===== src/gnp_pkg.sv =====
// shared types and constants for the grid neighbour peeling block
// no dependencies; used by every module under src
`default_nettype none
package gnp_pkg;

    localparam int COORD_W   = 13;
    localparam int COUNT_W   = 17;
    localparam int THR_W     = 4;
    localparam int NCNT_W    = 4;
    localparam int NB_W      = 4;
    localparam int NB_LAST   = 8;
    localparam logic [COUNT_W-1:0] COUNT_MAX = '1;
    localparam logic [THR_W-1:0] THR_RESET = 4'd4;

    typedef struct packed {
        logic occupied;
        logic end_of_row;
        logic end_of_grid;
    } item_t;

    typedef struct packed {
        logic [COUNT_W-1:0] cleared_count;
        logic               overflow;
    } result_t;

    typedef struct packed {
        logic               do_write;
        logic               data;
        logic [COORD_W-1:0] row;
        logic [COORD_W-1:0] col;
        logic [COORD_W-1:0] fill_from;
        logic [COORD_W-1:0] fill_to;
        logic               do_peel;
        logic [COORD_W-1:0] width;
        logic [COORD_W-1:0] height;
        logic               overflow;
    } cmd_t;

    typedef enum logic [2:0] {
        B_IDLE,
        B_FILL,
        B_RD,
        B_ACC,
        B_RESULT
    } back_state_t;

    // neighbour offsets: 2'b01 is +1, 2'b11 is -1, 2'b00 is none
    function automatic logic [1:0] nb_dx(input logic [NB_W-1:0] k);
        logic [1:0] r;
        unique case (k)
            4'd1: r = 2'b01;
            4'd2: r = 2'b11;
            4'd5: r = 2'b01;
            4'd6: r = 2'b11;
            4'd7: r = 2'b11;
            4'd8: r = 2'b01;
            default: r = 2'b00;
        endcase
        return r;
    endfunction

    function automatic logic [1:0] nb_dy(input logic [NB_W-1:0] k);
        logic [1:0] r;
        unique case (k)
            4'd3: r = 2'b01;
            4'd4: r = 2'b11;
            4'd5: r = 2'b01;
            4'd6: r = 2'b01;
            4'd7: r = 2'b11;
            4'd8: r = 2'b11;
            default: r = 2'b00;
        endcase
        return r;
    endfunction

endpackage
`default_nettype wire


===== src/gnp_queue.sv =====
// two-entry command queue between front and back parts
// uses gnp_pkg::cmd_t
`default_nettype none
module gnp_queue (
    input  wire logic          clk,
    input  wire logic          rst_n,
    input  wire logic          push,
    input  wire gnp_pkg::cmd_t wdata,
    output logic               full,
    input  wire logic          pop,
    output gnp_pkg::cmd_t      rdata,
    output logic               empty
);
    gnp_pkg::cmd_t mem_reg [2];
    logic       wr_ptr_reg, rd_ptr_reg;
    logic [1:0] count_reg, count_next;
    logic       do_push, do_pop;

    assign full    = count_reg == 2'd2;
    assign empty   = count_reg == 2'd0;
    assign rdata   = mem_reg[rd_ptr_reg];
    assign do_push = push && !full;
    assign do_pop  = pop && !empty;

    always_comb
    begin
        count_next = count_reg;
        if (do_push && !do_pop)
            count_next = count_reg + 2'd1;
        else if (do_pop && !do_push)
            count_next = count_reg - 2'd1;
    end

    always_ff @(posedge clk)
    begin
        if (do_push)
            mem_reg[wr_ptr_reg] <= wdata;
    end

    always_ff @(posedge clk or negedge rst_n)
    begin
        if (!rst_n)
        begin
            wr_ptr_reg <= 1'b0;
            rd_ptr_reg <= 1'b0;
            count_reg  <= 2'd0;
        end
        else
        begin
            if (do_push)
                wr_ptr_reg <= !wr_ptr_reg;
            if (do_pop)
                rd_ptr_reg <= !rd_ptr_reg;
            count_reg <= count_next;
        end
    end
endmodule
`default_nettype wire


===== config.mk =====
export PLATFORM = sky130hd
export DESIGN_NAME = gnp_queue
export DESIGN_NICKNAME = d
export VERILOG_FILES = /design/src/gnp_pkg.sv /design/src/gnp_queue.sv
export SDC_FILE = /design/constraint.sdc
export NUM_CORES = 1
export LEC_CHECK = 0
export BUFFER_PORTS_ARGS = -buffer_cell sky130_fd_sc_hd__buf_2
export CORE_MARGIN = 5
export CORE_UTILIZATION = 47
export CTS_CLUSTER_DIAMETER = 50
export CTS_CLUSTER_SIZE = 12
export DETAILED_ROUTE_END_ITERATION = 12
export GPL_ROUTABILITY_DRIVEN = 0
export PLACE_DENSITY = 0.76
export SYNTH_ARGS = -nofsm -noshare
export SYNTH_HDL_FRONTEND = slang
export SYNTH_SLANG_ARGS = --single-unit

===== constraint.sdc =====
create_clock -name clk -period 4.73 [get_ports clk]
set_input_delay 0.2365 -clock clk [delete_from_list [all_inputs] [get_ports clk]]
set_output_delay 0.2365 -clock clk [all_outputs]
set_load 0.02 [all_outputs]

# Word level (Yosys, flattened, before mapping)

Memories as Yosys holds them, arrays and structs flattened.
Cells that the tools add are included.

Reduce and logical (&&, ||, !) cells: 12
Mux-type cells: 4
Add/subtract/negate cells: 2
Eq/ne operators: 1

Operators by type and width:

| cell                                                               | count |
|---|---|
| 1-bit logical NOT                                                  | 6 |
| 1-bit logical AND                                                  | 4 |
| 2-bit two-way mux                                                  | 2 |
| 2-bit by 1-bit adder with 2-bit output, second input constant      | 1 |
| 2-bit == test, second input constant                               | 1 |
| 2-bit logical NOT                                                  | 1 |
| 1-bit two-way mux                                                  | 2 |
| 2-bit nonzero test                                                 | 1 |
| 2-bit by 1-bit subtractor with 2-bit output, second input constant | 1 |

Memory bits (writable): 164
Bits of input ports: 86
Output and inout port bits: 84
Word-level logic and storage cells: 23
Memories: 1
Bits in registers: 4

Memories:

| name    | depth | bits a word | rd ports | clocked after Yosys merged registers in | wr ports | RTL line        | source |
|---|---|---|---|---|---|---|---|
| mem_reg | 2     | 82          | 1        | 0                                       | 1        | gnp_queue.sv:14 | `gnp_pkg::cmd_t mem_reg [2];` |

# Longest topological paths before layout

Gate-level depths: netlist of run 1.

Depth after elaboration: 7
Depth in mapped cells: 7
Mapped depth without buffers: 7

# Worst setup path before layout of run 1

OpenSTA, ideal clock, no wires.

Path type: flip-flop to flip-flop
Start point: register count_reg[0]
End point: memory mem_reg[0][0] (netlist bit) (enable)
Slack: 144 ps
Data required time: 4207 ps
Library setup time: 523 ps
Arrival: 4064 ps
Buffers on the path: 0
Clock period less this slack: 4586 ps
Stages on the path, launching flop included: 4
Path through: dfrtp_1 -> nand2b_1 -> nand2_1 -> nor2_1

Word-level cells in the longest chain between the ends: 5

RTL lines:

| item                                    | RTL line        | source |
|---|---|---|
| start, declared                         | gnp_queue.sv:16 | `logic [1:0] count_reg, count_next;` |
| start signal, assigned                  | gnp_queue.sv:54 | `count_reg <= count_next;` |
| 2-bit == test                           | gnp_queue.sv:19 | `assign full = count_reg == 2'd2;` |
| 1-bit logical NOT                       | gnp_queue.sv:22 | `assign do_push = push && !full;` |
| 1-bit logical AND                       | gnp_queue.sv:22 |  |
| 1-bit two-way mux                       | gnp_queue.sv:36 | `if (do_push)` |
| 1-bit two-way mux (not written as such) | gnp_queue.sv:37 | `mem_reg[wr_ptr_reg] <= wdata;` |
| end, declared                           | gnp_queue.sv:14 |  |

Every way passes these cells.

==> metrics, run 1 <==
status complete, no violations; area added between synthesis and finish 36.51%; Final period util 0.4802; Worst-Margin Slew approximately 1200 ps; post-route ant nets 0; Max VDD drop roughly 380 µV; area share of the largest cell type after synthesis 0.7619; worst setup path startpoint rd_ptr_reg$_DFFE_PN0P_; DR pass1 iterations 4; Post-Syn Instances 274; DPL Wire Length between 7000 and 8000 µm; DR DRC count 0; # fillers 908; async set-or-reset flop fraction in the synthesized netlist 0.02381; final WL ~12000 µm; total gr overflow 0; fraction of layout cells with a size suffix above 1 0.5275; register area roughly 5000 µm²; static leakage 3.550 nW; CTS Buf Count 17; CP Capture Point rdata[62]; Synth area leaders edfxtp_1 (76%), mux2_4 (16%), buf_12 (2.2%); synthesized area ~6500 µm²; drt wl/cell 17.20 µm; CTS tree yes; Critical Path Sink Type primary output; Setup TNS Final 0 ps; Commonest cells post-synth edfxtp_1 (164), mux2_4 (70), mux2_2 (12), buf_12 (7), dfrtp_1 (4); P per Cell Area slightly above 600 nW/µm²; critical-path cell list buf_4 -> mux2_2 -> buf_2; crit-path max cell delay ~600 ps; die height 127.3 µm; global-route wire length before repair about 20000 µm; most frequent cell after synthesis edfxtp_1; clock slew at reported path FFs about 60 ps; Clock Tree Buf Depth 2; Synth Register Bits roughly 170; WS Path Type flip-flop to primary output; final setup fails 0; clock root cell clkbuf_16; Mapped Nets approximately 360; die width 127.3 µm; Die ar. about 16000 µm²; number of flip-flops in the largest register 164; final worst-path setup slack roughly 2500 ps; I/O Pins 170; unrepaired setup endpoints after global routing false; Slew Limit Headroom 0.2287; r2r setup slk 2490 ps; Syn Area/Cell 23.59 µm²; sequential cell area fraction in the yosys report 0.7774; CORE AREA about 13000 µm²; initial antenna violation count 1; # rows 42; Final min period approximately 2300 ps; slowest CP cell buf_4; final hold vios 0; Worst-Skew Late Latency roughly 420 ps; vias per cell about 4.7; Final Max Tran Viols 0; CTS H-Tree Depth 4; multi-input logic area approximately 1300 µm²; reg-to-reg endpoint mem_reg[0][59]$_DFFE_PP_; Critical Path AT around 2000 ps; iteration-0 DRC count of the detailed router between 150 and 200; max capacitance violation total 0; PostCTS Resize Cnt 0; vias in the first global route between 3000 and 4000; R2R cell count 4; Hold Path Class input port to flip-flop; NumNets Final 620; gr usage total 0.1594; post-synth cell types 16; Post-Place Setup Slack ~2500 ps; vias between 3000 and 4000; clk sink count between 150 and 200; top_reg_cell synth edfxtp_1; Syn. warnings 0; skew final 6.781 ps; CP Launch Type flip-flop; Initial Util 0.4843; number of enable flip-flop cells after synthesis between 150 and 200; Max Freq 440.2 MHz; crit-path max FO 45; IO Port Bufs around 170; largest net degree at the start of global routing slightly above 80; Worst Path Required 4490 ps; area leader, netlist edfxtp_1; reg-to-reg startpoint count_reg[0]$_DFFE_PN0P_
[stage by stage]
stage / instances / instance area, µm² / utilization / power (mW) / hold WS (ps)
5_1_grt: 723 / 8823 / 0.6610 / 5.732 / 5.658
6_report: 723 / 8823 / 0.6610 / 5.483 / 16.32
3_3_place_gp: 613 / 7425 / 0.5562 / 4.002 / 47.14
4_1_cts: 721 / 8811 / 0.6601 / 5.542 / 0.7011
2_1_floorplan: 274 / 6464 / - / 3.641 / -59.09
3_5_place_dp: 613 / 7425 / 0.5562 / 4.041 / 49.09
[how the worst min path moves through the flow]
stage / startpoint / end / slack [ps] / cells past startpoint
floorplan: rst_n / count_reg[0]$_DFFE_PN0P_ / -60 / 0
global placement: rst_n / count_reg[1]$_DFFE_PN0P_ / 50 / 1
detailed placement: rst_n / count_reg[0]$_DFFE_PN0P_ / 50 / 1
CTS: wdata[60] / mem_reg[0][60]$_DFFE_PP_ / 0.7 / 1
global route: wdata[11] / mem_reg[0][11]$_DFFE_PP_ / 6 / 1
finish: wdata[0] / mem_reg[0][0]$_DFFE_PP_ / 20 / 1
[metal layers]
metal  part of all wire  wire [µm]  global-route usage  vias to the layer above
li1                   -          -                   -                     1604
met1               0.39       4828              0.1773                     1650
met2               0.53       6556              0.2797                      121
met3              0.063        778             0.05008                       23
met4              0.022        273             0.07192                        0
met5                  0          0                   0                        -
[area by class of cell]
type                       instances  share of cell area
clock inverter                    15             0.02269
timing repair buffer             249              0.1872
inverter                           2           0.0008508
multi-input combinational         95              0.1459
sequential                       168              0.5699
clock buffer                      17             0.04821
tap                              176             0.02496
antenna                            1           0.0002836
[power breakdown]
part / internal, mW / switching [mW]
clock: 0.885 / 0.558
combinational: 0.835 / 1.07
sequential: 2.04 / 0.0924
total: 3.76 / 1.72
[cell families (layout without fill, tap and decap cells)]
kind of cell / after synthesis / after routing / share of synthesized area
mux: 82 / 82 / 0.1835
xor+xnor: 5 / 5 / 0.006776
compound gates: 1 / 1 / 0.0007736
flops: 168 / 168 / 0.7774
fa+ha+maj: 1 / 1 / 0.001935
simple gates: 6 / 6 / 0.004259
buf+inv: 11 / 283 / 0.02536
other cells: 0 / 1 / 0
[critical path, delay by kind of cell, from the launching register on]
family | cells | cell delay (ps)
muxes | 1 | 420
DFF | 1 | 400
buffers and inverters | 2 | 760
[cells in the final DEF, fill, tap and decap left out, drive strengths merged]
cell	count
mux2	82
clkinv	5
bufinv	4
buf	172
o21ai	1
nand2	1
clkinvlp	3
clkbuf	17
inv	5
ha	1
xnor2	3
nand2b	1
dfrtp	4
dlygate4sd3	77
nor2	3
xor2	2
diode	1
and3	1
edfxtp	164
[what timing repair did]
action / 4_1_cts / 5_1_grt
hold buffers: 76 / 1
setup buffers: 0 / 0
hold endpoints to repair: 151 / 2
Note: power is estimated with default switching activity, not from simulation.
==> run 2: changes to the inputs <==
==> constraint.sdc (replaced) <==
create_clock -name clk -period 1.9 [get_ports clk]
set_input_delay 0.095 -clock clk [delete_from_list [all_inputs] [get_ports clk]]
set_output_delay 0.095 -clock clk [all_outputs]
set_load 0.02 [all_outputs]
==> run 2 against run 1 <==
Compared with the run above:
- register-to-register slack got worse by 2200 ps
- global-route usage decreased by 0.098 points
- critical path depth unchanged
- via count increased by 1.9%
- die area unchanged
- critical endpoint is now rdata[56]
==> metrics, run 2 (same netlist as run 1, synthesis figures left out) <==
CORE AREA 13350 µm² (unchanged); die width 127.3 µm (unchanged); initial antenna violation count 0 (-1); DP Area 7532 µm² (+1.4%); DR DRC count 0 (unchanged); largest net degree at the start of global routing 42 (-49%); # fillers 874 (-3.7%); Initial Util 0.4843 (unchanged); DR pass1 iterations 4 (unchanged); r2r setup slk 280 ps (-2210 ps); skew final 10.75 ps (+3.970 ps); gr usage total 0.1584 (-0.0009833); static leakage 3.614 nW (+1.8%); R2R cell count 3 (-1); Final period util 0.9427; Clock Tree Buf Depth 2 (unchanged); Worst-Margin Slew 335.0 ps (-822.0 ps); most frequent cells in the layout buf_2 (169), edfxtp_1 (164), dlygate4sd3_1 (84); die height 127.3 µm (unchanged); CTS Buf Count 17 (unchanged); unrepaired setup endpoints after global routing false; Final Max Tran Viols 0 (unchanged); number of flip-flops in the largest register 164 (unchanged); WS Path Type flip-flop to primary output; Critical Path Sink Type primary output; Hold Path Class input port to async pin; drt wl/cell 17.08 µm (-0.71%); most common cell after layout, fill and taps aside buf_2; vias per cell 4.726 (+0.55%); switching part of the total 0.3121 (-0.001240); reg-to-reg endpoint mem_reg[1][45]$_DFFE_PP_; P per Cell Area 1521 nW/µm² (+140%); Psw 4.259 mW (+150%); global-route wire length before repair 19500 µm (-0.11%); clk sink count 168 (unchanged); NumNets Final 632 (+1.9%); Hold Worst Slack 12.44 ps (-3.877 ps); vias 3464 (+1.9%); Non-Filler Instances 733 (+1.4%); final instance area 8972 µm² (+1.7%); iteration-0 DRC count of the detailed router 146 (-7.0%); slowest CP cell dfrtp_4; critical-path cell list buf_16 -> mux2_4 -> buf_2; Placed Cells 617 (+0.65%); crit-path leading delay family flip-flops; fraction of layout cells with a size suffix above 1 0.5206 (-0.006826); CP bufs+invs 2 (unchanged); CP Launch Type flip-flop; Gate power share 0.363 (+0.016); Slew Limit Headroom 0.7743 (+0.5456); CTS tree yes; clock share of power 0.246 (-0.017); Final min period around 1800 ps; ANT cells 0 (-1); vias in the first global route 3759 (-1.6%); max capacitance violation total 0 (unchanged); Pint 9.386 mW (+150%); reg-to-reg startpoint count_reg[0]$_DFFE_PN0P_; status complete, no violations; final worst-path setup slack 108.8 ps (-2350 ps); I/O Pins 170 (unchanged); Post-Place Setup Slack 297.8 ps (-2207 ps); final WL 12520 µm (+0.66%); Worst-Skew Late Latency 420 ps (about the same); final hold vios 0 (unchanged); CTS H-Tree Depth 4 (unchanged); Die ar. 16200 µm² (unchanged); clock root cell clkbuf_16; IO Port Bufs 169 (unchanged); area added between synthesis and finish 38.81%; crit-path max cell delay 530 ps (-70 ps); clock slew at reported path FFs 60 ps (about the same); Critical Path AT 1700 ps (-340 ps); final setup fails 0 (unchanged); power share of the sequential group 0.391 (about the same); total gr overflow 0 (unchanged); DPL Wire Length 7738 µm (+4.8%); Worst Path Required 1800 ps (-2690 ps); Setup TNS Final 0 ps (unchanged); crit-path max FO 35 (-22%); # rows 42 (unchanged); Max Freq 558.3 MHz; Max VDD drop 960.2 µV (+150%); post-route ant nets 0 (unchanged)
[run 2: changes by cell type in the layout (fill, tap and decap cells not counted), moves of 2 or more]
cell and change:
clkinv_2 -2, buf_12 +4, clkinv_1 +3, dlygate4sd3_1 +7, inv_6 -2
[run 2: power by group through the flow]
stage               Sequential, mW  Combinational (mW)  Clock, mW
CTS                           5.34                5.02       3.43
global placement              5.39                4.75          0
detailed placement            5.46                4.79          0
finish                        5.33                4.96       3.36
floorplan                     5.33                3.70          0
global route                  5.40                5.27       3.59
[run 2: what timing repair did]
action	in CTS	in global routing
hold buffers	84	0
endpoints found under the setup margin	63	0
hold endpoints to repair	169	0
gates resized for setup	1	0
setup buffers	1	0
[run 2: through the flow]
step                      total power [mW]  utilization
after floorplan                      9.038            -
after global placement               10.14       0.5643
after detailed placement             10.25       0.5643
after CTS                            13.80       0.6722
after global routing                 14.26       0.6722
final                                13.64       0.6722
[run 2: final cells by class]
cell class,instances,area (µm²),area share
clock inverter,13,155.1,0.01729
sequential,168,5029,0.5605
tap,176,220.2,0.02454
timing repair buffer,261,1829,0.2039
inverter,2,7.507,0.0008367
clock buffer,18,429.2,0.04783
multi-input combinational,95,1303,0.1452
[run 2: per-layer routing]
metal / part of all wire / vias to the layer above / global-route usage / wire length [µm]
met4: 0.015 / 0 / 0.05741 / 189
met3: 0.066 / 17 / 0.05467 / 826
met2: 0.54 / 116 / 0.2806 / 6730
met5: 0 / - / 0 / 0
li1: - / 1619 / - / -
met1: 0.38 / 1712 / 0.1768 / 4772
[run 2: worst max path at each step]
stage / end / start / depth (start not counted)
4_1_cts: rdata[72] / rd_ptr_reg$_DFFE_PN0P_ / 3
3_5_place_dp: mem_reg[1][32]$_DFFE_PP_ / count_reg[0]$_DFFE_PN0P_ / 3
2_1_floorplan: mem_reg[0][0]$_DFFE_PP_ / count_reg[0]$_DFFE_PN0P_ / 3
6_report: rdata[56] / rd_ptr_reg$_DFFE_PN0P_ / 3
5_1_grt: rdata[72] / rd_ptr_reg$_DFFE_PN0P_ / 3
3_3_place_gp: mem_reg[1][61]$_DFFE_PP_ / count_reg[0]$_DFFE_PN0P_ / 3
==> run 3: changes to the inputs <==
--- a/config.mk
+++ b/config.mk
@@ -6,8 +6,10 @@
 export NUM_CORES = 1
 export LEC_CHECK = 0
 export BUFFER_PORTS_ARGS = -buffer_cell sky130_fd_sc_hd__buf_2
+export CELL_PAD_IN_SITES_DETAIL_PLACEMENT = 0
+export CELL_PAD_IN_SITES_GLOBAL_PLACEMENT = 2
 export CORE_MARGIN = 5
-export CORE_UTILIZATION = 47
+export CORE_UTILIZATION = 35
 export CTS_CLUSTER_DIAMETER = 50
 export CTS_CLUSTER_SIZE = 12
 export DETAILED_ROUTE_END_ITERATION = 12
==> run 3 against run 2 <==
Compared with the run above:
- sequential share of layout area shrank 0.41 points
- critical path depth unchanged
- cell count increased by 7.4%
- via count down 1.6%
- combinational power decreased by 2%
- design area increased by 0.74%
- register-to-register slack gained 100 ps
- first-iteration DRC count decreased by 28%
- flip-flop and latch count is the same
- non-clock buffer count stayed put
==> metrics, run 3 (same netlist as run 1, synthesis figures left out) <==
status complete, no violations; Worst Path Required 1800 ps (about the same); CTS Buf Count 17 (unchanged); vias 3407 (-1.6%); critical-path cell list buf_12 -> mux2_2 -> buf_2; iteration-0 DRC count of the detailed router 105 (-28%); Initial Util 0.3574 (-0.1269); CORE AREA 18090 µm² (+35%); Gate power share 0.356 (-0.007); total gr overflow 0 (unchanged); die width 145.9 µm (+15%); most frequent cells in the layout buf_2 (169), edfxtp_1 (164), dlygate4sd3_1 (86); final hold vios 0 (unchanged); static leakage 3.619 nW (+0.11%); PostCTS Resize Cnt 0 (-1); multi-input logic area 1303 µm² (unchanged); largest net degree at the start of global routing 64 (+52%); switching part of the total 0.3093 (-0.002862); unrepaired setup endpoints after global routing false; Critical Path Sink Type primary output; max capacitance violation total 0 (unchanged); clock share of power 0.257 (+0.011); crit-path max FO 43 (+23%); initial antenna violation count 0 (unchanged); final instance area 9039 µm² (+0.74%); P per Cell Area 1514 nW/µm² (-0.43%); gr usage total 0.1179 (-0.04049); Clock Tree Buf Depth 2 (unchanged); Psw 4.233 mW (-0.61%); slowest CP cell dfrtp_4; Die ar. 21290 µm² (+31%); Final period util 0.9588 (+0.01611); DPL Wire Length 7850 µm (+1.4%); utilization after layout 0.4998 (-0.1724); fraction of layout cells with a size suffix above 1 0.5197 (-0.0009331); DR pass1 iterations 3 (-1); power share of the sequential group 0.387 (-0.004); DR DRC count 0 (unchanged); clk sink count 168 (unchanged); NumNets Final 632 (unchanged); Placed Cells 669 (+8.4%); Tot Pwr 13.69 mW (+0.31%); die height 145.9 µm (+15%); vias in the first global route 3803 (+1.2%); ANT cells 0 (unchanged); skew final 11.63 ps (+0.8771 ps); I/O Pins 170 (unchanged); register area 5029 µm² (unchanged); Max VDD drop 780.0 µV (-19%); crit-path max cell delay 440 ps (-90 ps); Max Freq 548.9 MHz (-1.7%); # fillers 1493 (+71%); DP Area 7566 µm² (+0.45%); Hold Path Class input port to flip-flop; global-route wire length before repair 19490 µm (about the same); Pint 9.454 mW (+0.72%); Post-CTS Setup Bufs 0 (-1); WS Path Type flip-flop to primary output; Final Max Tran Viols 0 (unchanged); area added between synthesis and finish 39.84%; CTS tree yes; clock root cell clkbuf_16; Worst-Skew Late Latency 410 ps (about the same); CTS H-Tree Depth 4 (unchanged); number of flip-flops in the largest register 164 (unchanged); IO Port Bufs 169 (unchanged); CP Launch Type flip-flop; most common cell after layout, fill and taps aside buf_2; drt wl/cell 15.51 µm (-9.2%); clock slew at reported path FFs 60 ps (about the same); final WL 12210 µm (-2.5%); Setup TNS Final 0 ps (unchanged); Critical Path AT 1730 ps (+30 ps); Slew Limit Headroom 0.7522 (-0.02210); vias per cell 4.329 (-8.4%); Worst-Margin Slew 371.7 ps (+36.69 ps); post-route ant nets 0 (unchanged); final setup fails 0 (unchanged); Non-Filler Instances 787 (+7.4%); # rows 49 (+17%); Final min period 1822 ps (+30.61 ps)
==> run 3: cell types whose count changed in the layout (fill, tap and decap cells not counted), sizes merged <==
| cell | delta |
|---|---|
| buf | -2 |
| bufinv | +1 |
| clkbuf | +1 |
| dlygate4sd3 | +2 |
| inv | -1 |
==> run 3: power by group through the flow <==
stage | Sequential (mW) | Clock (mW) | Combinational (mW)
6_report | 5.30 | 3.51 | 4.88
4_1_cts | 5.31 | 3.62 | 4.99
2_1_floorplan | 5.33 | 0 | 3.70
3_3_place_gp | 5.34 | 0 | 4.81
5_1_grt | 5.37 | 3.80 | 5.21
3_5_place_dp | 5.38 | 0 | 4.83
==> run 3: area by class of cell <==
type	instances	area share
sequential	168	0.5563
timing repair buffer	261	0.1993
multi-input combinational	95	0.1441
clock buffer	19	0.04790
tap	229	0.03170
clock inverter	13	0.01980
inverter	2	0.0008306
==> run 3: through the flow <==
stage / hold WS (ps) / setup slack (ps)
6_report: 25.60 / 78.21
5_1_grt: 36.24 / 4.177
4_1_cts: 8.317 / 48.51
3_5_place_dp: -94.00 / 397.2
3_3_place_gp: -88.44 / 423.9
2_1_floorplan: -200.6 / -357.2
==> run 3: what timing repair did <==
| action | CTS | global route |
|---|---|---|
| hold buffers | 86 | 0 |
| hold endpoints to repair | 169 | 0 |
| endpoints found under the setup margin | 0 | 0 |
==> run 3: layer usage <==
metal / global-route usage / up-vias / part of all wire
li1: - / 1623 / -
met1: 0.1327 / 1657 / 0.40
met2: 0.2035 / 111 / 0.51
met3: 0.04609 / 16 / 0.064
met4: 0.04274 / 0 / 0.017
met5: 0 / - / 0
==> run 3: final timing paths <==
path,from,end,slack [ps],depth (start not counted)
max,rd_ptr_reg$_DFFE_PN0P_,rdata[72],80,3
min,pop,rd_ptr_reg$_DFFE_PN0P_,30,3
max reg2reg,count_reg[0]$_DFFE_PN0P_,mem_reg[0][1]$_DFFE_PP_,380,4
min reg2reg,wr_ptr_reg$_DFFE_PN0P_,wr_ptr_reg$_DFFE_PN0P_,550,1
max in group asynchronous,rst_n,rd_ptr_reg$_DFFE_PN0P_,600,4
min in group asynchronous,rst_n,count_reg[0]$_DFFE_PN0P_,580,3
==> run 3: worst max-delay path, delay by kind of cell, from the launching register on <==
kind	cells	cell delay, ps
buf+inv	2	460
flops	1	440
mux	1	380
