## src/gnp_pkg.sv

```systemverilog
// shared types and constants for the grid neighbour peeling block
// no dependencies; used by every module under src
`default_nettype none
package gnp_pkg;

    localparam int COORD_W   = 13;
    localparam int COUNT_W   = 17;
    localparam int THR_W     = 4;
    localparam int NCNT_W    = 4;
    localparam int NB_W      = 4;
    localparam int NB_LAST   = 8;
    localparam logic [COUNT_W-1:0] COUNT_MAX = '1;
    localparam logic [THR_W-1:0] THR_RESET = 4'd4;

    typedef struct packed {
        logic occupied;
        logic end_of_row;
        logic end_of_grid;
    } item_t;

    typedef struct packed {
        logic [COUNT_W-1:0] cleared_count;
        logic               overflow;
    } result_t;

    typedef struct packed {
        logic               do_write;
        logic               data;
        logic [COORD_W-1:0] row;
        logic [COORD_W-1:0] col;
        logic [COORD_W-1:0] fill_from;
        logic [COORD_W-1:0] fill_to;
        logic               do_peel;
        logic [COORD_W-1:0] width;
        logic [COORD_W-1:0] height;
        logic               overflow;
    } cmd_t;

    typedef enum logic [2:0] {
        B_IDLE,
        B_FILL,
        B_RD,
        B_ACC,
        B_RESULT
    } back_state_t;

    // neighbour offsets: 2'b01 is +1, 2'b11 is -1, 2'b00 is none
    function automatic logic [1:0] nb_dx(input logic [NB_W-1:0] k);
        logic [1:0] r;
        unique case (k)
            4'd1: r = 2'b01;
            4'd2: r = 2'b11;
            4'd5: r = 2'b01;
            4'd6: r = 2'b11;
            4'd7: r = 2'b11;
            4'd8: r = 2'b01;
            default: r = 2'b00;
        endcase
        return r;
    endfunction

    function automatic logic [1:0] nb_dy(input logic [NB_W-1:0] k);
        logic [1:0] r;
        unique case (k)
            4'd3: r = 2'b01;
            4'd4: r = 2'b11;
            4'd5: r = 2'b01;
            4'd6: r = 2'b01;
            4'd7: r = 2'b11;
            4'd8: r = 2'b11;
            default: r = 2'b00;
        endcase
        return r;
    endfunction

endpackage
`default_nettype wire

```

## src/gnp_front.sv

```systemverilog
// front part: tracks row and column of incoming cells and turns each
// transfer into one command for the back part; uses gnp_pkg
`default_nettype none
module gnp_front #(
    parameter int MAX_WIDTH  = 256,
    parameter int MAX_HEIGHT = 256
) (
    input  wire logic          clk,
    input  wire logic          rst_n,
    input  wire gnp_pkg::item_t item,
    input  wire logic          take,
    output gnp_pkg::cmd_t      cmd
);
    localparam int CW1 = $clog2(MAX_WIDTH + 1);
    localparam int RW1 = $clog2(MAX_HEIGHT + 1);

    logic [CW1-1:0] col_reg, col_next, width_reg, width_next, width_new;
    logic [RW1-1:0] row_reg, row_next;
    logic           ovf_reg, ovf_next;
    logic [CW1:0]   col_inc;
    logic           row_ovf, col_ovf, row_end;

    always_comb
    begin
        col_inc   = {1'b0, col_reg} + (CW1+1)'(1);
        row_ovf   = row_reg >= RW1'(MAX_HEIGHT);
        col_ovf   = col_reg >= CW1'(MAX_WIDTH);
        row_end   = item.end_of_row | item.end_of_grid;
        ovf_next  = ovf_reg | row_ovf | col_ovf;
        col_next  = col_ovf ? col_reg : col_inc[CW1-1:0];
        width_new = width_reg;
        if (width_reg == '0)
            width_new = (col_inc < (CW1+1)'(MAX_WIDTH)) ? col_inc[CW1-1:0] : CW1'(MAX_WIDTH);
        width_next = width_reg;
        row_next   = row_reg;

        cmd           = '0;
        cmd.do_write  = !(row_ovf || col_ovf) && (width_reg == '0 || col_reg < width_reg);
        cmd.data      = item.occupied;
        cmd.row       = gnp_pkg::COORD_W'(row_reg);
        cmd.col       = gnp_pkg::COORD_W'(col_reg);
        cmd.fill_from = gnp_pkg::COORD_W'(width_new);
        cmd.fill_to   = gnp_pkg::COORD_W'(width_new);
        if (row_end)
        begin
            width_next = width_new;
            col_next   = '0;
            if (!row_ovf)
            begin
                cmd.fill_from = gnp_pkg::COORD_W'(col_inc);
                row_next      = row_reg + RW1'(1);
            end
        end
        cmd.do_peel  = item.end_of_grid;
        cmd.width    = gnp_pkg::COORD_W'(width_new);
        cmd.height   = gnp_pkg::COORD_W'(row_next);
        cmd.overflow = ovf_next;
    end

    always_ff @(posedge clk or negedge rst_n)
    begin
        if (!rst_n)
        begin
            col_reg   <= '0;
            width_reg <= '0;
            row_reg   <= '0;
            ovf_reg   <= 1'b0;
        end
        else if (take)
        begin
            if (item.end_of_grid)
            begin
                col_reg   <= '0;
                width_reg <= '0;
                row_reg   <= '0;
                ovf_reg   <= 1'b0;
            end
            else
            begin
                col_reg   <= col_next;
                width_reg <= width_next;
                row_reg   <= row_next;
                ovf_reg   <= ovf_next;
            end
        end
    end
endmodule
`default_nettype wire

```

## config.mk

```make
export PLATFORM = sky130hd
export DESIGN_NAME = gnp_front
export DESIGN_NICKNAME = d
export VERILOG_FILES = /design/src/gnp_pkg.sv /design/src/gnp_front.sv
export SDC_FILE = /design/constraint.sdc
export NUM_CORES = 1
export LEC_CHECK = 0
export ABC_CLOCK_PERIOD_IN_PS = 4400
export BUFFER_PORTS_ARGS = -buffer_cell sky130_fd_sc_hd__buf_2
export CORE_MARGIN = 10
export CORE_UTILIZATION = 50
export CTS_CLUSTER_DIAMETER = 120
export DETAILED_ROUTE_END_ITERATION = 8
export GPL_ROUTABILITY_DRIVEN = 0
export PLACE_DENSITY = 0.93
export SYNTH_ARGS = -nofsm -noshare
export SYNTH_HDL_FRONTEND = slang
export SYNTH_SLANG_ARGS = --single-unit
```

## constraint.sdc

```tcl
create_clock -name clk -period 4.4 [get_ports clk]
set_clock_uncertainty 0.2 [all_clocks]
set_input_delay 0.44 -clock clk [delete_from_list [all_inputs] [get_ports clk]]
set_output_delay 0.44 -clock clk [all_outputs]
set_load 0.1 [all_outputs]
```

* Yosys cells after proc, flatten, opt, wreduce, memory -nomap -nowiden *
Cells that the tools add are included.

cells by class
  multiplexer cells = 13
  add/sub/neg operators = 2
  magnitude comparators = 4
  equality and inequality tests = 1
  bitwise gates (word level) = 3
  reduce and logical (&&, ||, !) cells = 8

operators by type and width
  kind                                                         number
  2-to-1 mux 9 bit                                             10
  2-to-1 mux 10 bit                                            2
  greater-or-equal comparator 9 bit, second input constant     2
  adder 9 x 1 -> 10 bit, second input constant                 1
  less-than comparator 10 x 9 -> 1 bit, second input constant  1
  adder 9 x 1 -> 9 bit, second input constant                  1
  logical NOT 9 bit                                            1
  less-than comparator 9 bit                                   1
  AND reduction 2 bit                                          2
  != test 3 x 2 -> 1 bit, second input constant                1
  bitwise OR 1 bit                                             3
  logical OR 1 bit                                             2
  nonzero test 2 bit                                           1
  logical AND 1 bit                                            1
  logical NOT 1 bit                                            1
  2-to-1 mux 1 bit                                             1

storage, ports and cells
  word-level logic and storage cells = 35
  flip-flop bits (word level) = 28

* Depth between registers and ports, before layout *
Gate-level depths: netlist of run 1.

  word-level depth = 6
  depth in mapped cells = 7

* Worst setup path before layout of run 1 *
No wires, ideal clock.

  path kind = reg-to-output
  start = register col_reg[1]
  end = output port cmd[30] (netlist name)
  path buffers = 1
  slack = -1094 ps
  arrival = 4854 ps
  stages on the path, launching flop included = 7
  path through = dfrtp_1 -> ha_1 -> nand3_4 -> nor4_4 -> o21ai_2 -> o21ai_0 -> buf_4

RTL lines
  item                    line             RTL
  from (decl)             gnp_front.sv:17  logic [CW1-1:0] col_reg, col_next, width_reg, width_next, width_new;
  from (signal assigned)  gnp_front.sv:80  col_reg <= col_next;
  to (decl)               gnp_front.sv:12  output gnp_pkg::cmd_t cmd

==> results of run 1 <==
## cell families after synthesis
logic type,synth area share [%]
XOR/XNOR,4.84
adder cells (fa/ha/maj),6.38
buffers and inverters,16.6
AND/OR/NAND/NOR,17.7
multiplexers,1.33
other,0.159
flip-flops,29.8
AO/OA/AOI/OAI,23.2
## cell type report
class	count	area (um2)	area share (%)
multi-input combinational	214	1380	53.8
sequential	28	701	27.4
timing repair buffer	63	320	12.5
tap	52	65.1	2.54
inverter	15	56.3	2.20
clock buffer	3	41.3	1.61
## what timing repair did
action                                 CTS  global route
endpoints found under the hold margin    3             0
setup endpoints to repair                0             0
hold buffers                             1             0
buffers inserted                         0             0
## metrics by stage
stage               setup TNS [ns]  setup slack (ns)  power [uW]  instance area [um2]
floorplan                    -1.65            -0.470         714                 2470
global placement                 0              1.30         734                 2510
detailed placement               0              1.15         740                 2510
CTS                              0             0.842         883                 2560
global route                     0             0.593         910                 2560
finish                           0             0.830         879                 2560
## layout by cell type, fill, tap and decap left out, types with 4 or more instances in the layout
master   count
buf_2       62
o21ai_0     29
dfrtp_1     28
nand2_1     27
conb_1      23
nor2_1      18
inv_1       14
a21oi_1     12
ha_1        12
xor2_1       7
nor3_1       7
o21ai_2      7
nand3_1      6
xnor2_1      6
o22ai_1      6
o31ai_1      4
a22o_1       4
## power groups by stage
stage	sequential [uW]	combinational, uW	clock (uW)
CTS	277	459	146
global placement	282	452	0
floorplan	311	404	0
finish	278	458	143
detailed placement	282	458	0
global route	280	477	154
## metal layers
layer  vias up  GRT usage (%)  routed length [um]
li1       1013              -                   -
met2       102           26.9                3040
met3        11           5.24                 703
met5         -              0                   0
met1      1026           19.0                2560
met4         0           4.41                  80
## worst register-to-register path, stage by stage, from the launching register on
cell and delay (ns):
dfrtp_1 0.57, ha_1 0.34, nand3_4 0.17, nor4_4 0.45, o2111ai_4 0.27, o31ai_1 0.26
## how the worst max path moves through the flow
stage                                 startpoint  slack, ns       to  depth (start not counted)
after global placement    col_reg[0]$_DFFE_PN0P_       1.30  cmd[43]                          6
after CTS                 col_reg[0]$_DFFE_PN0P_       0.84  cmd[44]                          6
after detailed placement  col_reg[0]$_DFFE_PN0P_       1.15  cmd[44]                          6
after global routing      col_reg[0]$_DFFE_PN0P_       0.59  cmd[44]                          6
after floorplan           col_reg[1]$_DFFE_PN0P_      -0.47  cmd[43]                          5
final                     col_reg[0]$_DFFE_PN0P_       0.83  cmd[44]                          6
==> out/summary.txt, run 1 <==
IO Port Bufs: 62
Core Util, Final: 57.6%
Pwr Density: 343 mW/mm2
H-tree depth: 1
P_sw: 497 uW
Slew headroom: 38.6%
reg2reg start: col_reg[0]$_DFFE_PN0P_
Netlist cell types: 54
Worst Path Max Fanout: 16
Yosys warning count: 0
initial antenna violation count: 0
crit start category: flop
Worst EP arrival: 2.93 ns
Hold Path Class: flop to flop
Avg Vias per Cell: 5.74
Yosys reg bits: 28
Top delay family on crit path: compound AO/OA/AOI/OAI gates
leak pwr: 0.00132 uW
hold path depth: 2
clock slew seen by the registers of the worst setup and hold paths: 0.10 ns
Filler Cells Inserted: 415
drt total wl: 6.38 mm
chip height: 88.6 um
combinational power share: 52.1%
IR drop worst, VDD: 0.000223 V
DRT antenna net count: 0
root buffer cell: clkbuf_8
total of max-cap violations: 0
EDFF count, synth: 0
cell-internal power: 383 uW
Total GRT Usage: 16.0%
WS Path Type: flop to output pin
WP buf/inv: 1
hold_sp: ovf_reg$_DFFE_PN0P_
total grt overflow: 0
RSZ-0062 raised after global routing: no
Max Clk Rate: 280 MHz
min Tclk post-route: 3.57 ns
NumNets Final: 343
Std-Cell Rows: 24
DR pass1 iterations: 4
RR Endpoint: width_reg[2]$_DFFE_PN0P_
via count: 2,152
Sw Ratio: 56.5%
iteration-0 DRC count of the detailed router: 165
WHS Endpoint: ovf_reg$_DFFE_PN0P_
synthesized area: 0.00235 mm2
CP endpoint kind: output pin
commonest cells in the synthesized netlist: buf_4 (38), o21ai_0 (30), dfrtp_1 (28)
ys flop type: dfrtp_1
measured slew at the worst slew-check pin: 0.911 ns
R2R depth: 5
die area: 0.00785 mm2
drt drc: 0
Inserted Clock Buffers: 3
clk_lat worst skew: 0.28 ns
Starting Density: 52.9%
# resized after CTS: 0
CP required: 3.76 ns
num ports: 88
final hold slack: 0.338 ns
Final setup viols: 0
final hold vios: 0
CP cell instances: ha_1 -> nand3_4 -> o21a_2 -> o21ai_2 -> o21ai_0 -> buf_2
largest net degree at the start of global routing: 29
Avg WL per Cell: 17.0 um
area of the core: 0.00444 mm2
Yosys top cell area share: 29.8%
vias in the first global route: 2,157
Post-Place Cells: 371
Period Utilization, post-route: 81.1%
global-route wire length before repair: 10.3 mm
Max clock buf depth: 2
top cell type by total area after synthesis: dfrtp_1
CTS sink count: 28
Crit path largest cell delay: 0.70 ns
most frequent cell after synthesis: buf_4
fraction of layout cells with a size suffix above 1: 26.9%
TritonCTS clock tree: built
Seq/Total Area, Yosys: 29.8%
Clock Power Share: 16.3%
Slew Limit Fails: 0
Seq pwr share: 31.6%
ant diodes: 0
Avg Inst Size Synth: 8.31 um2
Synth area leaders: dfrtp_1 (30%), buf_4 (12%), ha_1 (6.4%)
Mapped Cells: 283
area grow syn2layout: 8.83%
flop-to-flop setup slack: 2.06 ns
Final Non-Filler Cells: 375
Die Width: 88.6 um
Post-DP HPWL: 4.92 mm
status: finished clean
ys async rst share: 100%
slowest CP cell: o21ai_2
No activity file was read; power rests on OpenSTA's default activity.
==> run 2: changes to the inputs <==
--- a/config.mk
+++ b/config.mk
@@ -5,7 +5,7 @@
 export SDC_FILE = /design/constraint.sdc
 export NUM_CORES = 1
 export LEC_CHECK = 0
-export ABC_CLOCK_PERIOD_IN_PS = 4400
+export ABC_CLOCK_PERIOD_IN_PS = 3500
 export BUFFER_PORTS_ARGS = -buffer_cell sky130_fd_sc_hd__buf_2
 export CORE_MARGIN = 10
 export CORE_UTILIZATION = 50
==> constraint.sdc (replaced) <==
create_clock -name clk -period 3.5 [get_ports clk]
set_clock_uncertainty 0.2 [all_clocks]
set_input_delay 0.35 -clock clk [delete_from_list [all_inputs] [get_ports clk]]
set_output_delay 0.35 -clock clk [all_outputs]
set_load 0.1 [all_outputs]
==> run 2 against run 1 <==
Net effect: final cell count is 0.53% higher; register-to-register slack got worse by 0.79 ns; worst hold slack lost 0.073 ns; critical path depth rose by 1; critical endpoint is now cmd[46]; global-route usage increased by 0.97 points; non-clock buffer count up 1; power increased by 40%; die area did not move; first-iteration DRC count down 19%; core utilization grew 4.3 points; sequential share of layout area is 1.0 points lower; flip-flop and latch count stayed put.
==> out/summary.txt, run 2 (synthesis results as in run 1) <==
Worst Path Max Fanout: 13 (was 16)
Avg WL per Cell: 17.6 um (was 17.0 um)
Pwr Density: 449 mW/mm2 (was 343 mW/mm2)
root buffer cell: clkbuf_8 (unchanged)
Starting Density: 52.9% (unchanged)
Max Clk Rate: 304 MHz
Hold Path Class: input port to flop (was flop to flop)
Place WS: 0.305 ns (was 1.15 ns)
Final Non-Filler Cells: 377 (was 375)
fraction of layout cells with a size suffix above 1: 33.8% (was 26.9%)
total grt overflow: 0 (unchanged)
via count: 2,143 (was 2,152)
ant diodes: 0 (unchanged)
Avg Vias per Cell: 5.68 (was 5.74)
DR pass1 iterations: 4 (unchanged)
CP endpoint kind: output pin (unchanged)
chip height: 88.6 um (unchanged)
iteration-0 DRC count of the detailed router: 133 (was 165)
DRT antenna net count: 0 (unchanged)
drt drc: 0 (unchanged)
total of max-cap violations: 0 (unchanged)
crit start category: flop (unchanged)
Post-DP HPWL: 5.12 mm (was 4.92 mm)
Placement Cell Area: 0.00266 mm2 (was 0.00251 mm2)
leak pwr: 0.00134 uW (was 0.00132 uW)
largest net degree at the start of global routing: 29 (unchanged)
Final setup viols: 0 (unchanged)
Slew Limit Fails: 0 (unchanged)
CTS sink count: 28 (unchanged)
Post-Place Cells: 372 (was 371)
Die Width: 88.6 um (unchanged)
WS Path Type: flop to output pin (unchanged)
measured slew at the worst slew-check pin: 0.868 ns (was 0.911 ns)
commonest non-fill, non-tap cell in the layout: buf_2 (unchanged)
final hold vios: 0 (unchanged)
Std-Cell Rows: 24 (unchanged)
Total GRT Usage: 16.9% (was 16.0%)
area of the multi-input gates: 0.00150 mm2 (was 0.00138 mm2)
global-route wire length before repair: 10.6 mm (was 10.3 mm)
final worst slack: 0.211 ns (was 0.830 ns)
NumNets Final: 344 (was 343)
status: finished clean (unchanged)
design area: 0.00275 mm2 (was 0.00256 mm2)
drt total wl: 6.65 mm (was 6.38 mm)
die area: 0.00785 mm2 (unchanged)
most frequent cells in the layout: buf_2 (62), nand2_1 (27), o21ai_0 (26), conb_1 (23), dfrtp_1 (19) (was buf_2 (62), o21ai_0 (29), dfrtp_1 (28), nand2_1 (27), conb_1 (23))
sequential cell area: 724 um2 (was 701 um2)
TritonCTS clock tree: built (unchanged)
area grow syn2layout: 16.9% (was 8.83%)
Slew headroom: 41.5% (was 38.6%)
clock slew seen by the registers of the worst setup and hold paths: 0.11 ns (was 0.10 ns)
Filler Cells Inserted: 405 (was 415)
Worst EP arrival: 2.74 ns (was 2.93 ns)
Max clock buf depth: 2 (unchanged)
IR drop worst, VDD: 0.000298 V (was 0.000223 V)
Inserted Clock Buffers: 3 (unchanged)
area of the core: 0.00444 mm2 (unchanged)
IO Port Bufs: 62 (unchanged)
total chip power: 1230 uW (was 879 uW)
postcts setup bufs: 0 (unchanged)
RSZ-0062 raised after global routing: no (unchanged)
CP required: 2.95 ns (was 3.76 ns)
Period Utilization, post-route: 94.0%
vias in the first global route: 2,138 (was 2,157)
initial antenna violation count: 0 (unchanged)
num ports: 88 (unchanged)
min Tclk post-route: 3.29 ns
clk_lat worst skew: 0.29 ns (was 0.28 ns)
H-tree depth: 1 (unchanged)
-- run 2: final timing paths --
path,slack (ns),cells after the start,to,from
max,0.21,7,cmd[46],col_reg[0]$_DFFE_PN0P_
min,0.27,3,width_reg[2]$_DFFE_PN0P_,item[1]
max reg2reg,1.27,4,row_reg[6]$_DFFE_PN0P_,row_reg[8]$_DFFE_PN0P_
min reg2reg,0.36,2,ovf_reg$_DFFE_PN0P_,ovf_reg$_DFFE_PN0P_
max in group asynchronous,2.17,2,col_reg[4]$_DFFE_PN0P_,rst_n
min in group asynchronous,0.42,2,width_reg[1]$_DFFE_PN0P_,rst_n
-- run 2: area by class of cell --
cell class	instances	area share (%)
Clock buffer	3	1.50
Clock inverter	1	1.09
Inverter	15	2.05
Timing Repair Buffer	64	11.9
Sequential cell	28	26.4
Tap cell	52	2.37
Multi-Input combinational cell	214	54.7
-- run 2: critical path, stage by stage, from the launching register on --
cell and delay (ns):
dfrtp_4 0.53, ha_2 0.26, nand3_4 0.15, o21a_2 0.30, o21ai_4 0.53, buf_4 0.28, o211ai_1 0.09, buf_2 0.31
-- run 2: through the flow --
step / hold WS (ns) / TNS [ns] / util, %
floorplan: -0.146 / -0.322 / -
global placement: 0.209 / 0 / 59.9
detailed placement: 0.220 / 0 / 59.9
CTS: 0.250 / 0 / 61.9
global route: 0.279 / 0 / 61.9
finish: 0.265 / 0 / 61.9
-- run 2: per-layer routing --
layer / vias up / part of all wire [%] / track usage (%)
met5: - / 0 / 0
met4: 0 / 1.4 / 6.46
met3: 6 / 9.9 / 4.69
met2: 102 / 49 / 28.3
met1: 1020 / 39 / 20.3
li1: 1015 / - / -
-- run 2: power by group --
part	switching (uW)	internal (uW)
Combinational	526	85.8
Clock	116	154
Sequential	17.7	334
Total	659	574
-- run 2: what timing repair did --
item                       4_1_cts  5_1_grt
setup endpoints to repair        8        0
hold buffers                     1        0
hold endpoints to repair        28        0
gates resized for setup          1        0
==> run 3: changes to the inputs <==
--- a/config.mk
+++ b/config.mk
@@ -5,6 +5,7 @@
 export SDC_FILE = /design/constraint.sdc
 export NUM_CORES = 1
 export LEC_CHECK = 0
+export ABC_AREA = 1
 export ABC_CLOCK_PERIOD_IN_PS = 3500
 export BUFFER_PORTS_ARGS = -buffer_cell sky130_fd_sc_hd__buf_2
 export CORE_MARGIN = 10
==> run 3 against run 2 <==
Net effect: via count hardly changed; register-to-register slack better by 0.24 ns; combinational power down 24%; largest power group unchanged; sequential share of layout area grew 0.89 points; synthesized cell count grew 16%; sequential power down 3%; highest routed layer unchanged; synthesized area is essentially flat; die area is essentially flat.
==> out/summary.txt, run 3 <==
min Tclk post-route: 2.99 ns (was 3.29 ns)
commonest cells in the synthesized netlist: nand2_1 (98), inv_1 (40), buf_4 (37) (was buf_4 (38), o21ai_0 (30), dfrtp_1 (28))
Total GRT Usage: 16.1% (was 16.9%)
Worst EP arrival: 2.44 ns (was 2.74 ns)
Slew Limit Fails: 0 (unchanged)
final worst slack: 0.511 ns (was 0.211 ns)
Mapped Cells: 328 (was 283)
met2 Track Usage GR: 27.3% (was 28.3%)
iteration-0 DRC count of the detailed router: 137 (was 133)
Avg WL per Cell: 14.4 um (was 17.6 um)
via count: 2,142 (was 2,143)
clock slew seen by the registers of the worst setup and hold paths: 0.10 ns (was 0.11 ns)
commonest non-fill, non-tap cell in the layout: nand2_1 (was buf_2)
# resized after CTS: 0 (was 1)
Avg Inst Size Synth: 7.17 um2 (was 8.31 um2)
crit start category: flop (unchanged)
CP endpoint kind: output pin (unchanged)
Top delay family on crit path: simple AND/OR/NAND/NOR gates (was compound AO/OA/AOI/OAI gates)
TritonCTS clock tree: built (unchanged)
most frequent cell after synthesis: nand2_1 (was buf_4)
root buffer cell: clkbuf_8 (unchanged)
Inserted Clock Buffers: 3 (unchanged)
status: finished clean (unchanged)
NumNets Final: 397 (was 344)
Worst Path Max Fanout: 8 (was 13)
Starting Density: 52.9% (about the same)
num ports: 88 (unchanged)
Post-Synth Simple-Gate Area: 32.8% (was 17.7%)
Period Utilization, post-route: 85.4% (was 94.0%)
H-tree depth: 1 (unchanged)
DRT antenna net count: 0 (unchanged)
IR drop worst, VDD: 0.000283 V (was 0.000298 V)
Core Util, Final: 58.7% (was 61.9%)
Yosys reg bits: 28 (unchanged)
multiplexer area fraction after synthesis: 0% (was 1.33%)
CP required: 2.95 ns (about the same)
Max clock buf depth: 2 (unchanged)
ys flop type: dfrtp_1 (unchanged)
CP cell instances: ha_1 -> nand2_2 -> nor2_4 -> nand2_2 -> nand2_2 -> nand2_4 -> nor2_8 -> nand3_2 -> nand2_2 -> nand2_1 -> nand2_1 -> buf_2 (was ha_2 -> nand3_4 -> o21a_2 -> o21ai_4 -> buf_4 -> o211ai_1 -> buf_2)
leak pwr: 0.00155 uW (was 0.00134 uW)
synthesized area: 0.00235 mm2 (about the same)
Synth Area in Compound Gates: 8.57% (was 23.2%)
area grow syn2layout: 11.0% (was 16.9%)
grt peak-use layer: met2 (unchanged)
WP buf/inv: 1 (was 2)
Slew headroom: 56.5% (was 41.5%)
combinational power share: 45.9% (was 49.6%)
WS Path Type: flop to output pin (unchanged)
largest net degree at the start of global routing: 29 (unchanged)
xor and xnor area share after synthesis: 2.24% (was 4.84%)
Netlist cell types: 28 (was 54)
total of max-cap violations: 0 (unchanged)
CTS sink count: 28 (unchanged)
top cell type by total area after synthesis: dfrtp_1 (unchanged)
chip height: 88.6 um (about the same)
total grt overflow: 0 (unchanged)
drt total wl: 6.17 mm (was 6.65 mm)
slowest CP cell: dfrtp_2 (was dfrtp_4)
drt drc: 0 (unchanged)
vias in the first global route: 2,188 (was 2,138)
Yosys warning count: 0 (unchanged)
GR Layer Usage met3: 4.04% (was 4.69%)
clk_lat worst skew: 0.29 ns (about the same)
Avg Vias per Cell: 4.98 (was 5.68)
Final setup viols: 0 (unchanged)
Max Clk Rate: 335 MHz (was 304 MHz)
EDFF count, synth: 0 (unchanged)
Clock Power Share: 20.5% (was 21.8%)
Sw Ratio: 52.5% (was 53.5%)
Seq pwr share: 33.6% (was 28.6%)
main combinational cell family by area after synthesis: simple AND/OR/NAND/NOR gates (was compound AO/OA/AOI/OAI gates)
P_sw: 534 uW (was 659 uW)
IO Port Bufs: 62 (unchanged)
Adder-Cell Fraction of Synth Area: 6.39% (was 6.38%)
Seq/Total Area, Yosys: 29.8% (about the same)
DR pass1 iterations: 4 (unchanged)
most frequent cells in the layout: nand2_1 (98), buf_2 (62), inv_1 (40), conb_1 (23), dfrtp_1 (20) (was buf_2 (62), nand2_1 (27), o21ai_0 (26), conb_1 (23), dfrtp_1 (19))
area of the core: 0.00444 mm2 (unchanged)
ys async rst share: 100% (unchanged)
RSZ-0062 raised after global routing: no (unchanged)
fraction of layout cells with a size suffix above 1: 30.7% (was 33.8%)
final hold vios: 0 (unchanged)
postcts setup bufs: 0 (unchanged)
measured slew at the worst slew-check pin: 0.653 ns (was 0.868 ns)
Die Width: 88.6 um (about the same)
Std-Cell Rows: 24 (unchanged)
cell-internal power: 484 uW (was 574 uW)
Synth area leaders: dfrtp_1 (30%), nand2_1 (16%), buf_4 (12%) (was dfrtp_1 (30%), buf_4 (12%), ha_1 (6.4%))
global-route wire length before repair: 10.2 mm (was 10.6 mm)
Pwr Density: 390 mW/mm2 (was 449 mW/mm2)
Crit path largest cell delay: 0.44 ns (was 0.53 ns)
die area: 0.00784 mm2 (was 0.00785 mm2)
Place WS: 0.845 ns (was 0.305 ns)
initial antenna violation count: 0 (unchanged)
Post-DP HPWL: 4.99 mm (was 5.12 mm)
Yosys top cell area share: 29.8% (about the same)
ant diodes: 0 (unchanged)
Hold Path Class: input port to flop (unchanged)
Setup TNS: 0 ns (unchanged)
routing usage on met1: 19.3% (was 20.3%)
CP dominant cell by count: nand2_2
final hold slack: 0.184 ns (was 0.265 ns)
-- run 3: worst reg2reg max path, cell delays in order (launching register included) --
cell,delay (ns)
dfrtp_2,0.44
ha_1,0.29
nand2_2,0.12
nor2_4,0.15
nand2_2,0.09
nand2_2,0.08
nand2_4,0.07
nor2_8,0.18
nand3_2,0.09
nand2_2,0.10
nand2_1,0.05
nand2_1,0.07
-- run 3: per-layer routing --
| layer | wire, um | part of all wire, % |
|---|---|---|
| met2 | 2870 | 47 |
| met1 | 2630 | 43 |
| met5 | 0 | 0 |
| met4 | 85 | 1.4 |
| met3 | 583 | 9.4 |
-- run 3: cell families (layout without fill, tap and decap cells) --
kind of cell / Yosys count / count (layout)
AND/OR/NAND/NOR: 157 / 157
adder cells (fa/ha/maj): 12 / 12
AO/OA/AOI/OAI: 36 / 36
XOR/XNOR: 6 / 6
buffers and inverters: 88 / 116
other: 1 / 23
flip-flops: 28 / 28
-- run 3: final timing paths --
check | from | endpoint | slack, ns | cells past startpoint
min | take | row_reg[4]$_DFFE_PN0P_ | 0.18 | 2
max | col_reg[0]$_DFFE_PN0P_ | cmd[42] | 0.51 | 12
max reg2reg | col_reg[0]$_DFFE_PN0P_ | width_reg[2]$_DFFE_PN0P_ | 1.51 | 11
min in group asynchronous | rst_n | col_reg[5]$_DFFE_PN0P_ | 0.42 | 2
min reg2reg | width_reg[6]$_DFFE_PN0P_ | width_reg[6]$_DFFE_PN0P_ | 0.31 | 2
max in group asynchronous | rst_n | col_reg[1]$_DFFE_PN0P_ | 2.22 | 2
-- run 3: what timing repair did --
item	in CTS	in global routing
endpoints found under the hold margin	28	0
setup endpoints to repair	0	0
hold buffers	1	0
-- run 3: area by class of cell --
cell class	instances	area, um2
fill	419	1840
timing repair buffer	63	320
inverter	49	184
clock buffer	4	55.1
sequential	28	711
multi-input combinational	234	1270
tap	52	65.1
-- run 3: power by group through the flow --
stage / registers (uW) / logic (uW) / clock network (uW)
final: 342 / 467 / 209
after global routing: 344 / 488 / 229
after detailed placement: 349 / 465 / 0
after global placement: 348 / 462 / 0
after floorplan: 385 / 402 / 0
after CTS: 342 / 467 / 217
-- run 3: through the flow --
step / std cells / instance area (um2) / total power [uW]
after CTS: 430 / 2610 / 1030
final: 430 / 2610 / 1020
after floorplan: 350 / 2450 / 788
after global placement: 425 / 2540 / 810
after global routing: 430 / 2610 / 1060
after detailed placement: 425 / 2540 / 814
